## config.mk

```make
export PLATFORM = sky130hd
export DESIGN_NAME = hsv_to_rgb_converter_core
export DESIGN_NICKNAME = d
export VERILOG_FILES = /design/src/sv/hsv2rgb_pkg.sv /design/src/sv/hsv_to_rgb_converter_core.sv
export SDC_FILE = /design/constraint.sdc
export NUM_CORES = 1
export LEC_CHECK = 0
export BUFFER_PORTS_ARGS = -buffer_cell sky130_fd_sc_hd__buf_2
export CORE_MARGIN = 2
export CORE_UTILIZATION = 65
export CTS_CLUSTER_SIZE = 28
export DETAILED_ROUTE_END_ITERATION = 7
export PLACE_DENSITY = 0.81
export SYNTH_ARGS = -nofsm -noshare
export SYNTH_HDL_FRONTEND = slang
export SYNTH_SLANG_ARGS = --single-unit
```

## constraint.sdc

```tcl
create_clock -name clock -period 8.2 [get_ports clock]
set_input_delay 0.82 -clock clock [delete_from_list [all_inputs] [get_ports clock]]
set_output_delay 0.82 -clock clock [all_outputs]
set_load 0.01 [all_outputs]
```

## src/sv/hsv2rgb_pkg.sv

```systemverilog
// ----------------------------------------------------------------------------
// hsv2rgb_pkg
// Widths, constants and hue sector codes shared by the hsv to rgb converter.
// ----------------------------------------------------------------------------
package hsv2rgb_pkg;

   localparam int HueWidth   = 9;
   localparam int PctWidth   = 7;
   localparam int LevelWidth = 8;
   localparam int FracWidth  = 6;

   localparam logic [HueWidth-1:0] HueTurn  = 9'd360;
   localparam logic [PctWidth-1:0] PctFull  = 7'd100;
   localparam logic [HueWidth-1:0] Sector1  = 9'd60;
   localparam logic [HueWidth-1:0] Sector2  = 9'd120;
   localparam logic [HueWidth-1:0] Sector3  = 9'd180;
   localparam logic [HueWidth-1:0] Sector4  = 9'd240;
   localparam logic [HueWidth-1:0] Sector5  = 9'd300;

   // floor(n/100) = (n*20972) >> 21 for n up to 2^15
   localparam logic [14:0] Recip100      = 15'd20972;
   localparam int          Recip100Shift = 21;
   // floor(n/60) = (n*17477) >> 20 for n up to 2^14
   localparam logic [14:0] Recip60       = 15'd17477;
   localparam int          Recip60Shift  = 20;

   typedef enum logic [2:0] {
      SecRedYellow   = 3'd0,
      SecYellowGreen = 3'd1,
      SecGreenCyan   = 3'd2,
      SecCyanBlue    = 3'd3,
      SecBlueMagenta = 3'd4,
      SecMagentaRed  = 3'd5
   } sector_type;

endpackage

```

## src/sv/hsv_to_rgb_converter_core.sv

```systemverilog
// ----------------------------------------------------------------------------
// hsv_to_rgb_converter_core
// Integer hsv to 8-bit rgb conversion in an eight stage pipeline.
// ----------------------------------------------------------------------------
// Usage:
//   req_ channel carries one pixel per beat: hue in degrees (taken modulo
//   360), saturation and value in percent (above 100 read as 100).
//   rsp_ channel returns the matching 8-bit red, green and blue, one beat
//   per request beat, in order.
//   One pixel is taken every cycle while the receiver keeps rsp_tready high;
//   each constant-reciprocal multiplier is given its own stage.
//   When rsp_tready is low with a result waiting, the whole pipeline holds
//   and req_tready drops in the same cycle; nothing is lost or repeated.
//   Stages: hue reduce and clamp, sector split and v*255, top level,
//   top*(100-s), bottom level, ramp product, ramp scale, channel select.
//   Reset clears every stage valid bit; no other state is kept.
// ----------------------------------------------------------------------------
module hsv_to_rgb_converter_core
   import hsv2rgb_pkg::*;
(
   input  logic        clock,
   input  logic        reset,
   input  logic        req_tvalid,
   output logic        req_tready,
   input  logic [23:0] req_tdata,   // hue[8:0], saturation[15:9], brightness[22:16], zero
   output logic        rsp_tvalid,
   input  logic        rsp_tready,
   output logic [23:0] rsp_tdata    // red[7:0], green[15:8], blue[23:16]
);

   localparam int Stages = 8;

   logic                  adv;
   logic [Stages-1:0]     vld_ff;
   logic [Stages-1:0]     vld_in;

   logic [HueWidth-1:0]   hue;
   logic [PctWidth-1:0]   sat;
   logic [PctWidth-1:0]   bright;

   // stage 1
   logic [HueWidth-1:0]   s1_hue_ff, s1_hue_in;
   logic [PctWidth-1:0]   s1_sat_ff, s1_sat_in;
   logic [PctWidth-1:0]   s1_val_ff, s1_val_in;
   // stage 2
   sector_type            s2_sec_ff, s2_sec_in;
   logic [FracWidth-1:0]  s2_frac_ff, s2_frac_in;
   logic [14:0]           s2_vs_ff, s2_vs_in;
   logic [PctWidth-1:0]   s2_sinv_ff, s2_sinv_in;
   logic [HueWidth-1:0]   s2_base;
   // stage 3
   sector_type            s3_sec_ff;
   logic [FracWidth-1:0]  s3_frac_ff;
   logic [PctWidth-1:0]   s3_sinv_ff;
   logic [LevelWidth-1:0] s3_top_ff, s3_top_in;
   logic [29:0]           s3_prod;
   // stage 4
   sector_type            s4_sec_ff;
   logic [FracWidth-1:0]  s4_frac_ff;
   logic [LevelWidth-1:0] s4_top_ff;
   logic [14:0]           s4_bp_ff, s4_bp_in;
   // stage 5
   sector_type            s5_sec_ff;
   logic [FracWidth-1:0]  s5_frac_ff;
   logic [LevelWidth-1:0] s5_top_ff;
   logic [LevelWidth-1:0] s5_bot_ff, s5_bot_in;
   logic [29:0]           s5_prod;
   // stage 6
   sector_type            s6_sec_ff;
   logic [LevelWidth-1:0] s6_top_ff;
   logic [LevelWidth-1:0] s6_bot_ff;
   logic [13:0]           s6_rp_ff, s6_rp_in;
   // stage 7
   sector_type            s7_sec_ff;
   logic [LevelWidth-1:0] s7_top_ff;
   logic [LevelWidth-1:0] s7_bot_ff;
   logic [LevelWidth-1:0] s7_ramp_ff, s7_ramp_in;
   logic [28:0]           s7_prod;
   // stage 8 (output register)
   logic [LevelWidth-1:0] s8_r_ff, s8_r_in;
   logic [LevelWidth-1:0] s8_g_ff, s8_g_in;
   logic [LevelWidth-1:0] s8_b_ff, s8_b_in;
   logic [LevelWidth-1:0] rise;
   logic [LevelWidth-1:0] fall;

   assign adv        = !vld_ff[Stages-1] || rsp_tready;
   assign req_tready = adv;
   assign rsp_tvalid = vld_ff[Stages-1];
   assign rsp_tdata  = {s8_b_ff, s8_g_ff, s8_r_ff};

   assign hue    = req_tdata[8:0];
   assign sat    = req_tdata[15:9];
   assign bright = req_tdata[22:16];

   assign vld_in = {vld_ff[Stages-2:0], req_tvalid};

   always_ff @(posedge clock) begin
      if (reset) begin
         vld_ff <= '0;
      end else if (adv) begin
         vld_ff <= vld_in;
      end
   end

   // stage 1: hue reduce and percent clamp
   always_comb begin
      s1_hue_in = (hue >= HueTurn) ? hue - HueTurn : hue;
      s1_sat_in = (sat > PctFull) ? PctFull : sat;
      s1_val_in = (bright > PctFull) ? PctFull : bright;
   end

   // stage 2: sector split, v*255 as shift and subtract
   always_comb begin
      if (s1_hue_ff >= Sector5) begin
         s2_sec_in = SecMagentaRed;
         s2_base   = Sector5;
      end else if (s1_hue_ff >= Sector4) begin
         s2_sec_in = SecBlueMagenta;
         s2_base   = Sector4;
      end else if (s1_hue_ff >= Sector3) begin
         s2_sec_in = SecCyanBlue;
         s2_base   = Sector3;
      end else if (s1_hue_ff >= Sector2) begin
         s2_sec_in = SecGreenCyan;
         s2_base   = Sector2;
      end else if (s1_hue_ff >= Sector1) begin
         s2_sec_in = SecYellowGreen;
         s2_base   = Sector1;
      end else begin
         s2_sec_in = SecRedYellow;
         s2_base   = '0;
      end
      s2_frac_in = FracWidth'(s1_hue_ff - s2_base);
      s2_vs_in   = {s1_val_ff, 8'd0} - {8'd0, s1_val_ff};
      s2_sinv_in = PctFull - s1_sat_ff;
   end

   // stage 3: top = floor(v*255/100)
   assign s3_prod   = s2_vs_ff * Recip100;
   assign s3_top_in = s3_prod[Recip100Shift +: LevelWidth];

   // stage 4: top*(100-s)
   assign s4_bp_in = s3_top_ff * s3_sinv_ff;

   // stage 5: bottom = floor(top*(100-s)/100)
   assign s5_prod   = s4_bp_ff * Recip100;
   assign s5_bot_in = s5_prod[Recip100Shift +: LevelWidth];

   // stage 6: (top-bottom)*frac
   assign s6_rp_in = (s5_top_ff - s5_bot_ff) * s5_frac_ff;

   // stage 7: ramp = floor(product/60)
   assign s7_prod    = s6_rp_ff * Recip60;
   assign s7_ramp_in = s7_prod[Recip60Shift +: LevelWidth];

   // stage 8: channel select
   assign rise = s7_bot_ff + s7_ramp_ff;
   assign fall = s7_top_ff - s7_ramp_ff;

   always_comb begin
      case (s7_sec_ff)
         SecRedYellow: begin
            s8_r_in = s7_top_ff;
            s8_g_in = rise;
            s8_b_in = s7_bot_ff;
         end
         SecYellowGreen: begin
            s8_r_in = fall;
            s8_g_in = s7_top_ff;
            s8_b_in = s7_bot_ff;
         end
         SecGreenCyan: begin
            s8_r_in = s7_bot_ff;
            s8_g_in = s7_top_ff;
            s8_b_in = rise;
         end
         SecCyanBlue: begin
            s8_r_in = s7_bot_ff;
            s8_g_in = fall;
            s8_b_in = s7_top_ff;
         end
         SecBlueMagenta: begin
            s8_r_in = rise;
            s8_g_in = s7_bot_ff;
            s8_b_in = s7_top_ff;
         end
         default: begin
            s8_r_in = s7_top_ff;
            s8_g_in = s7_bot_ff;
            s8_b_in = fall;
         end
      endcase
   end

   always_ff @(posedge clock) begin
      if (adv) begin
         s1_hue_ff  <= s1_hue_in;
         s1_sat_ff  <= s1_sat_in;
         s1_val_ff  <= s1_val_in;

         s2_sec_ff  <= s2_sec_in;
         s2_frac_ff <= s2_frac_in;
         s2_vs_ff   <= s2_vs_in;
         s2_sinv_ff <= s2_sinv_in;

         s3_sec_ff  <= s2_sec_ff;
         s3_frac_ff <= s2_frac_ff;
         s3_sinv_ff <= s2_sinv_ff;
         s3_top_ff  <= s3_top_in;

         s4_sec_ff  <= s3_sec_ff;
         s4_frac_ff <= s3_frac_ff;
         s4_top_ff  <= s3_top_ff;
         s4_bp_ff   <= s4_bp_in;

         s5_sec_ff  <= s4_sec_ff;
         s5_frac_ff <= s4_frac_ff;
         s5_top_ff  <= s4_top_ff;
         s5_bot_ff  <= s5_bot_in;

         s6_sec_ff  <= s5_sec_ff;
         s6_top_ff  <= s5_top_ff;
         s6_bot_ff  <= s5_bot_ff;
         s6_rp_ff   <= s6_rp_in;

         s7_sec_ff  <= s6_sec_ff;
         s7_top_ff  <= s6_top_ff;
         s7_bot_ff  <= s6_bot_ff;
         s7_ramp_ff <= s7_ramp_in;

         s8_r_ff    <= s8_r_in;
         s8_g_ff    <= s8_g_in;
         s8_b_ff    <= s8_b_in;
      end
   end

endmodule

```

==> results.json, run 1 <==
{
  "clockBufferDepth": 3,
  "grt_max_degree": 91,
  "wl_per_cell_um": 15.7,
  "r2r-end": "s6_rp_ff[12]",
  "max_freq_mhz": 159,
  "path_depth": 21,
  "fin_tns_setup_ps": 0,
  "gp_congestion": 0.897,
  "final_max_slew_viol_count": 0,
  "regToRegSetupSlack_ps": 1910,
  "yosysTopAreaCellShare_pct": 30.1,
  "start_kind": "flop",
  "fin_crit_sh_pct": 76.7,
  "ys_ff_latch": 227,
  "core_area_um2": 33300,
  "antenna_cells": 0,
  "synth_common_cells": "inv_1 (432), ha_1 (368), fa_1 (223)",
  "dp_cells": 2455,
  "synthArstFlopShare_pct": 0,
  "place_area_um2": 22600,
  "yosysSeqAreaShare_pct": 30.8,
  "fin_util_pct": 70.4,
  "yosysMostFrequentCell": "inv_1",
  "syn-num-nets": 2597,
  "finalSetupViolCount": 0,
  "viasPerCell": 5.46,
  "drt_pass1_iterations": 5,
  "drive_gt1_share_pct": 6.14,
  "critical_path.max_fanout": 6,
  "drcViolationCount": 0,
  "crit_type": "reg -> reg",
  "finalHoldViolations": 0,
  "drv_cap": 0,
  "initial_core_util_pct": 65.6,
  "status": "finished, final reports clean",
  "ctsResizeCount": 0,
  "holdPathEnd": "s2_frac_ff[0]",
  "crit_required_ps": 8510,
  "cts_root_buf": "clkbuf_16",
  "fin_worst_skew_ps": 28.5,
  "fin_area_um2": 23400,
  "clock_latency_ps": 550,
  "area_delta_synth_final_pct": 7.27,
  "synthDistinctLibCells": 64,
  "grt_pass1_vias": 14700,
  "fill_cells": 2312,
  "r2r.worst_path.cells": 21,
  "worstHoldStart": "s1_hue_ff[0]",
  "final_antenna_net_count": 0,
  "ctsHoldBuffers": 0,
  "die_area_um2": 35100,
  "gr-total-overflow": 0,
  "post_cts_buffers": 0,
  "rows": 67,
  "numCtsBuffers": 25,
  "track_usage_pct": 23.7,
  "worstHoldPathType": "reg -> reg",
  "syn_area_um2": 21800,
  "antenna_found_initial": 0,
  "clkSinkCount": 227,
  "crit_top_cell": "fa_1",
  "whs_path_depth": 0,
  "fin_cells": 2499,
  "drt-total-wl_um": 39100,
  "yosys.area.top_type": "edfxtp_1",
  "die_w_um": 187,
  "path_cells": "ha_1 -> fa_1 -> nor2b_1 -> o21ai_0 -> a21boi_0 -> o21ai_0 -> nor2b_1 -> xnor2_1 -> and2_1 -> fa_1 -> fa_1 -> fa_1 -> inv_1 -> fa_1 -> inv_1 -> ha_1 -> a21oi_1 -> o21ai_0 -> a21o_1 -> a21oi_1 -> xnor2_1",
  "fin_crit_ps": 6290,
  "die_h_um": 187,
  "use_met3_pct": 2.59,
  "clk_pin_slew_worst_paths_ps": 70,
  "crit_buf_inv": 2,
  "rsz0062_at_grt": "no",
  "yosysWarnings": 0,
  "cts_tree": "built",
  "synthFlopType": "edfxtp_1",
  "num-nets-final": 2653,
  "synth-edff-count": 219,
  "tightestPinTransition_ps": 1070,
  "globalRouteMet1Util_pct": 29.7,
  "num_vias": 13700,
  "hpwlAfterDp_um": 31400,
  "avgSynthCellArea_um2": 11.0,
  "portBuffers": 52,
  "ioPinCount": 54,
  "synth.area.top_cells": "edfxtp_1 (30%), ha_1 (21%), fa_1 (20%), inv_1 (7.4%), xnor2_1 (2.7%)",
  "cts.htree.levels": 1,
  "grt_pass1_wl_um": 68200,
  "maxSlewHeadroom_pct": 28.9,
  "critPathTopFamily": "adder cells",
  "cp.arrival_ps": 6600,
  "top_usage_layer": "met2",
  "crit_path_top_delay_cell": "fa_1",
  "met2_usage_pct": 43.6,
  "synthCells": 1978,
  "slowest_delay_ps": 540,
  "crit_path_end_kind": "flop",
  "worstReg2RegStart": "s5_bot_ff[0]",
  "drtIter0Drc": 672
}
## flip-flops by register name, summed over array words and instances, names as in the netlist, 7 cells and up
name	cells
s2_vs_ff	15
s4_bp_ff	15
s6_rp_ff	14
s1_hue_ff	9
s3_top_ff	8
s4_top_ff	8
s5_bot_ff	8
s5_top_ff	8
s6_bot_ff	8
s6_top_ff	8
s7_bot_ff	8
s7_ramp_ff	8
s7_top_ff	8
s8_b_ff	8
s8_g_ff	8
s8_r_ff	8
vld_ff	8
s1_sat_ff	7
s1_val_ff	7
s2_sinv_ff	7
s3_sinv_ff	7
## final cells by class
cell class,instances,area [um^2],share of cell area (%)
well taps,448,561,2.39
clock inverters,19,206,0.881
flip-flops and latches,227,6740,28.7
inverters,434,1640,6.98
multi-input cells,1290,13400,57.1
clock buffers,25,626,2.67
repair buffers,56,290,1.24
## worst reg2reg max path, stage by stage (launching register included)
cell and delay [ps]:
edfxtp_1 400, ha_1 250, fa_1 430, nor2b_1 140, o21ai_0 140, a21boi_0 360, o21ai_0 190, nor2b_1 180
xnor2_1 480, and2_1 220, fa_1 430, fa_1 470, fa_1 540, inv_1 50, fa_1 520, inv_1 40
ha_1 340, a21oi_1 230, o21ai_0 170, a21o_1 200, a21oi_1 170, xnor2_1 80
## kinds of logic after synthesis
kind of cell | count (synthesis) | share of synthesized area (%)
adder cells (fa/ha/maj) | 591 | 41.5
buffers and inverters | 461 | 7.92
AND/OR/NAND/NOR | 354 | 7.92
flip-flops | 227 | 30.8
AO/OA/AOI/OAI | 216 | 6.36
XOR/XNOR | 95 | 3.81
multiplexers | 34 | 1.63
## cell usage in the layout, fill, tap and decap left out, types with 5 or more instances in the layout
master	synthesis	final
a31oi_1	5	5
buf_2	0	52
and2_1	69	69
inv_1	432	432
nor2_1	65	65
o211ai_1	8	8
o21bai_1	6	6
mux2_2	12	12
nand2_1	117	117
nand2b_1	14	14
fa_1	223	223
clkbuf_16	0	25
nor2b_1	25	25
mux2i_1	22	22
xnor2_1	68	68
o2111ai_1	5	5
o21ai_0	50	50
a21oi_1	69	69
dfxtp_1	8	8
or2_2	6	6
xor2_1	27	27
nor3_1	13	13
edfxtp_1	219	219
nor4_1	5	5
nand3_1	24	24
ha_1	368	368
a21o_1	19	19
o21a_1	5	5
## worst max path at each step
stage | startpoint | to | slack [ps]
floorplan | rsp_tready | s1_hue_ff[0] | 900
global placement | s5_bot_ff[0] | s6_rp_ff[12] | 2290
detailed placement | s5_bot_ff[0] | s6_rp_ff[12] | 2080
CTS | s5_bot_ff[0] | s6_rp_ff[12] | 1990
global route | s5_bot_ff[0] | s6_rp_ff[12] | 1560
finish | s5_bot_ff[0] | s6_rp_ff[12] | 1910
## through the flow
step	setup slack [ps]	hold slack (ps)
detailed placement	2080	405
global placement	2290	400
floorplan	902	400
global route	1560	404
CTS	1990	399
finish	1910	401
## metal layers
| layer | routed length (um) | share of wire (%) |
|---|---|---|
| met5 | 0 | 0 |
| met4 | 918 | 2.3 |
| met3 | 1320 | 3.4 |
| met2 | 20500 | 52 |
| met1 | 16400 | 42 |
Power of run 1 is left out: the tool's default activity adds up to more than one toggle a clock period on the data nets, which glitch-free logic cannot reach.
==> run 2, diff against run 1 <==
--- a/config.mk
+++ b/config.mk
@@ -7,10 +7,10 @@
 export LEC_CHECK = 0
 export BUFFER_PORTS_ARGS = -buffer_cell sky130_fd_sc_hd__buf_2
 export CORE_MARGIN = 2
-export CORE_UTILIZATION = 65
+export CORE_UTILIZATION = 59
 export CTS_CLUSTER_SIZE = 28
 export DETAILED_ROUTE_END_ITERATION = 7
-export PLACE_DENSITY = 0.81
+export PLACE_DENSITY = 0.78
 export SYNTH_ARGS = -nofsm -noshare
 export SYNTH_HDL_FRONTEND = slang
 export SYNTH_SLANG_ARGS = --single-unit
==> constraint.sdc (replaced) <==
create_clock -name clock -period 5.75 [get_ports clock]
set_input_delay 0.575 -clock clock [delete_from_list [all_inputs] [get_ports clock]]
set_output_delay 0.575 -clock clock [all_outputs]
set_load 0.01 [all_outputs]
==> run 2 against run 1 <==
Compared with the run above: sequential cell count unchanged; die area increased by 9.9%; maximum frequency increased by 13%; cell count increased by 1.4%; via count increased by 1.2%; register-to-register slack got worse by 1700 ps; critical endpoint unchanged; sequential share of layout area decreased by 0.29 points; count of clock-buffer cells in the layout increased by 6.
==> results.json, run 2 (same netlist as run 1, synthesis figures left out) <==
{
  "status": "finished, final reports clean",
  "finalHoldViolations": 0,
  "fin_worst_skew_ps": 14.5,
  "crit_path_end_kind": "flop",
  "cts_tree": "built",
  "maxSlewHeadroom_pct": 27.9,
  "fin_crit_ps": 5540,
  "critPathTopFamily": "adder cells",
  "gr-total-overflow": 0,
  "clock_latency_ps": 570,
  "finalSetupViolCount": 0,
  "dp_cells": 2484,
  "drv_cap": 0,
  "portBuffers": 52,
  "area_delta_synth_final_pct": 8.36,
  "wl_per_cell_um": 16.2,
  "die_w_um": 196,
  "most-common-layout-cells": "inv_1 (432), ha_1 (363), fa_1 (222)",
  "crit_type": "reg -> reg",
  "num-nets-final": 2666,
  "grt_max_degree": 124,
  "tightestPinTransition_ps": 1080,
  "clockBufferDepth": 3,
  "drt-total-wl_um": 41000,
  "cts_root_buf": "clkbuf_16",
  "max_freq_mhz": 180,
  "grt_pass1_wl_um": 68800,
  "start_kind": "flop",
  "regArea_um2": 6740,
  "gp_congestion": 0.875,
  "rsz0062_at_grt": "yes",
  "crit_path_top_delay_cell": "fa_1",
  "fin_hold_ws_ps": 200,
  "fin_area_um2": 23700,
  "num_vias": 13800,
  "antenna_found_initial": 1,
  "grt_pass1_vias": 14800,
  "layout_top_registers": "s2_vs_ff: 15 flops, s4_bp_ff: 15 flops, s6_rp_ff: 14 flops",
  "path_cells": "ha_1 -> nor2b_1 -> o21ai_1 -> a21boi_1 -> o21ai_1 -> nand2b_1 -> a21o_1 -> a21oi_4 -> mux2i_1 -> fa_1 -> fa_1 -> fa_1 -> inv_1 -> fa_1 -> inv_1 -> ha_2 -> a21oi_1 -> o21ai_1 -> a21o_1 -> a21oi_2 -> xnor2_1",
  "track_usage_pct": 22.1,
  "cp.arrival_ps": 5860,
  "final_antenna_net_count": 0,
  "antenna_cells": 0,
  "fin_cells": 2534,
  "worstHoldPathType": "in -> reg",
  "fill_cells": 2662,
  "fin_util_pct": 64.8,
  "drt_pass1_iterations": 5,
  "clk_pin_slew_worst_paths_ps": 60,
  "rows": 70,
  "drcViolationCount": 0,
  "die_area_um2": 38600,
  "cts.htree.levels": 1,
  "multi_input_area_um2": 13500,
  "hpwlAfterDp_um": 32800,
  "viasPerCell": 5.46,
  "slowest_delay_ps": 560,
  "ioPinCount": 54,
  "critical_path.max_fanout": 5,
  "crit_buf_inv": 2,
  "drtIter0Drc": 617,
  "crit_top_cell": "fa_1",
  "core_area_um2": 36500,
  "numCtsBuffers": 26,
  "fin_crit_sh_pct": 96.4,
  "crit_required_ps": 6070,
  "die_h_um": 196,
  "place_area_um2": 22700,
  "final_max_slew_viol_count": 0,
  "drive_gt1_share_pct": 7.21,
  "clkSinkCount": 227,
  "mostFrequentLayoutCell": "inv_1",
  "initial_core_util_pct": 59.8
}
==> run 2: cell types whose count changed in the layout (fill, tap and decap cells not counted), moves of 4 or more <==
cell,change
clkbuf_1,+5
o21ai_1,+4
ha_1,-5
buf_4,+12
o21ai_0,-5
==> run 2: stage by stage <==
stage	setup TNS, ps	worst slack [ps]
2_1_floorplan	0	374
3_3_place_gp	0	32.0
3_5_place_dp	-206	-76.4
4_1_cts	0	0.512
5_1_grt	-30.0	-22.6
6_report	0	209
==> run 2: worst paths after layout <==
path / startpoint / end / slack, ps / depth (start not counted)
setup / recovery: s5_top_ff[1] / s6_rp_ff[12] / 210 / 21
setup reg to reg: s5_top_ff[1] / s6_rp_ff[12] / 210 / 21
hold / removal: req_tdata[0] / s1_hue_ff[0] / 200 / 1
hold reg to reg: s3_frac_ff[1] / s4_frac_ff[1] / 420 / 0
==> run 2: layout make-up <==
class,instances,area share (%)
Multi-Input combinational cell,1290,56.9
Sequential cell,227,28.5
Inverter,434,6.91
Clock buffer,31,2.83
Tap cell,468,2.47
Timing Repair Buffer,68,1.61
Clock inverter,16,0.804
==> run 2: repair_timing <==
item	CTS	global route
pin swaps	1	5
resized for setup	3	22
setup buffers	0	3
hold buffers	0	0
setup endpoints to repair	3	5
==> run 2: routing by layer <==
metal	share of wire, %	global-route usage, %
met1	42	27.2
met2	51	40.4
met3	3.4	2.87
met4	3.1	7.21
met5	0	0
Power of run 2 is left out for the same reason.
==> run 3, diff against run 2 <==
--- a/config.mk
+++ b/config.mk
@@ -5,7 +5,7 @@
 export SDC_FILE = /design/constraint.sdc
 export NUM_CORES = 1
 export LEC_CHECK = 0
-export BUFFER_PORTS_ARGS = -buffer_cell sky130_fd_sc_hd__buf_2
+export BUFFER_PORTS_ARGS = -buffer_cell sky130_fd_sc_hd__clkbuf_2
 export CORE_MARGIN = 2
 export CORE_UTILIZATION = 59
 export CTS_CLUSTER_SIZE = 28
==> run 3 against run 2 <==
Compared with the run above: maximum frequency is 1.1% lower; wire length is 2.3% lower; first-iteration DRC count increased by 1.6%; via count fell by 0.27%; worst hold slack better by 13 ps.
==> results.json, run 3 (same netlist as run 1, synthesis figures left out) <==
{
  "core_area_um2": 36500,
  "cts.htree.levels": 1,
  "start_kind": "flop",
  "crit_type": "reg -> reg",
  "status": "finished, final reports clean",
  "finalHoldViolations": 0,
  "clock_latency_ps": 560,
  "die_h_um": 196,
  "max_freq_mhz": 179,
  "worst_slack_ps": 149,
  "crit_required_ps": 6060,
  "gr-total-overflow": 0,
  "die_area_um2": 38600,
  "fill_cells": 2690,
  "dp_cells": 2487,
  "layout_top_registers": "s2_vs_ff: 15 flops, s4_bp_ff: 15 flops, s6_rp_ff: 14 flops",
  "clkSinkCount": 227,
  "fin_crit_sh_pct": 97.4,
  "place_area_um2": 22700,
  "fin_crit_ps": 5600,
  "cts_root_buf": "clkbuf_16",
  "drt_pass1_iterations": 5,
  "path_cells": "inv_1 -> ha_1 -> nor2b_1 -> o21ai_2 -> a21boi_1 -> o21ai_0 -> nand2b_1 -> a21o_1 -> a21oi_4 -> mux2i_1 -> fa_1 -> fa_1 -> fa_1 -> inv_1 -> fa_1 -> inv_1 -> ha_4 -> a21oi_2 -> o21ai_2 -> a21o_1 -> a21oi_2 -> xnor2_1",
  "cp.arrival_ps": 5910,
  "fin_cells": 2536,
  "crit_path_end_kind": "flop",
  "tightestPinTransition_ps": 892,
  "grt_max_degree": 118,
  "crit_top_cell": "fa_1",
  "initial_core_util_pct": 59.8,
  "portBuffers": 52,
  "slowest_delay_ps": 550,
  "fin_worst_skew_ps": 17.8,
  "critical_path.max_fanout": 5,
  "wl_per_cell_um": 15.8,
  "place_ws_ps": -98.0,
  "num-nets-final": 2668,
  "hpwlAfterDp_um": 31900,
  "finalSetupViolCount": 0,
  "clk_pin_slew_worst_paths_ps": 60,
  "drv_cap": 0,
  "drcViolationCount": 0,
  "drtIter0Drc": 627,
  "most-common-layout-cells": "inv_1 (432), ha_1 (362), fa_1 (222)",
  "clockBufferDepth": 3,
  "rows": 70,
  "gp_congestion": 0.884,
  "mostFrequentLayoutCell": "inv_1",
  "antenna_found_initial": 0,
  "maxSlewHeadroom_pct": 40.3,
  "final_antenna_net_count": 0,
  "critPathTopFamily": "adder cells",
  "ioPinCount": 54,
  "antenna_cells": 0,
  "grt_pass1_vias": 14700,
  "drive_gt1_share_pct": 7.45,
  "numCtsBuffers": 26,
  "die_w_um": 196,
  "drt-total-wl_um": 40100,
  "fin_area_um2": 23700,
  "area_delta_synth_final_pct": 8.50,
  "crit_path_top_delay_cell": "fa_1",
  "worstHoldPathType": "in -> reg",
  "track_usage_pct": 21.7,
  "cts_tree": "built",
  "grt_pass1_wl_um": 67900,
  "num_vias": 13800,
  "crit_buf_inv": 3,
  "ctsHoldBuffers": 0,
  "final_max_slew_viol_count": 0,
  "viasPerCell": 5.44
}
## run 3: changes by cell type in the layout (fill, tap and decap cells not counted), moves of 2 or more
cell and delta:
buf_2 -52, clkbuf_2 +52, o21ai_1 -3, buf_4 +2, clkinv_1 -2, clkinvlp_4 +2
o21ai_0 +2
## run 3: path summary, 6_finish.rpt
kind / slack (ps) / endpoint / cells past startpoint / start
max: 150 / s6_rp_ff[12] / 22 / s5_bot_ff[1]
min: 210 / s1_hue_ff[1] / 1 / req_tdata[1]
max reg2reg: 150 / s6_rp_ff[12] / 22 / s5_bot_ff[1]
min reg2reg: 400 / s3_sinv_ff[4] / 0 / s2_sinv_ff[4]
## run 3: per-layer routing
layer	track usage [%]	share of wire, %	vias up
met1	27.0	42	6787
met5	0	0	-
met4	7.46	3.1	0
met2	39.0	51	249
met3	2.86	3.5	86
li1	-	-	6664
## run 3: repair_timing
| item | 4_1_cts | 5_1_grt |
|---|---|---|
| hold endpoints to repair | 0 | 0 |
| setup buffers | 1 | 1 |
| endpoints found under the setup margin | 4 | 4 |
| resized for setup | 8 | 16 |
| pin swaps | 1 | 5 |
| cloned | 0 | 0 |
## run 3: final cells by class
class / count / area (um^2) / area share [%]
inverter: 434 / 1640 / 6.91
clock inverter: 15 / 189 / 0.797
timing repair buffer: 70 / 395 / 1.67
tap: 468 / 586 / 2.47
multi-input combinational: 1290 / 13500 / 56.9
clock buffer: 32 / 673 / 2.84
sequential: 227 / 6740 / 28.4
## run 3: through the flow
stage	setup TNS [ps]	utilization (%)	hold slack [ps]
after floorplan	0	-	400
after global placement	0	62.2	401
after detailed placement	-275	62.2	405
after CTS	0	64.7	194
after global routing	-135	64.9	197
final	0	64.9	213
Power of run 3 is left out for the same reason.
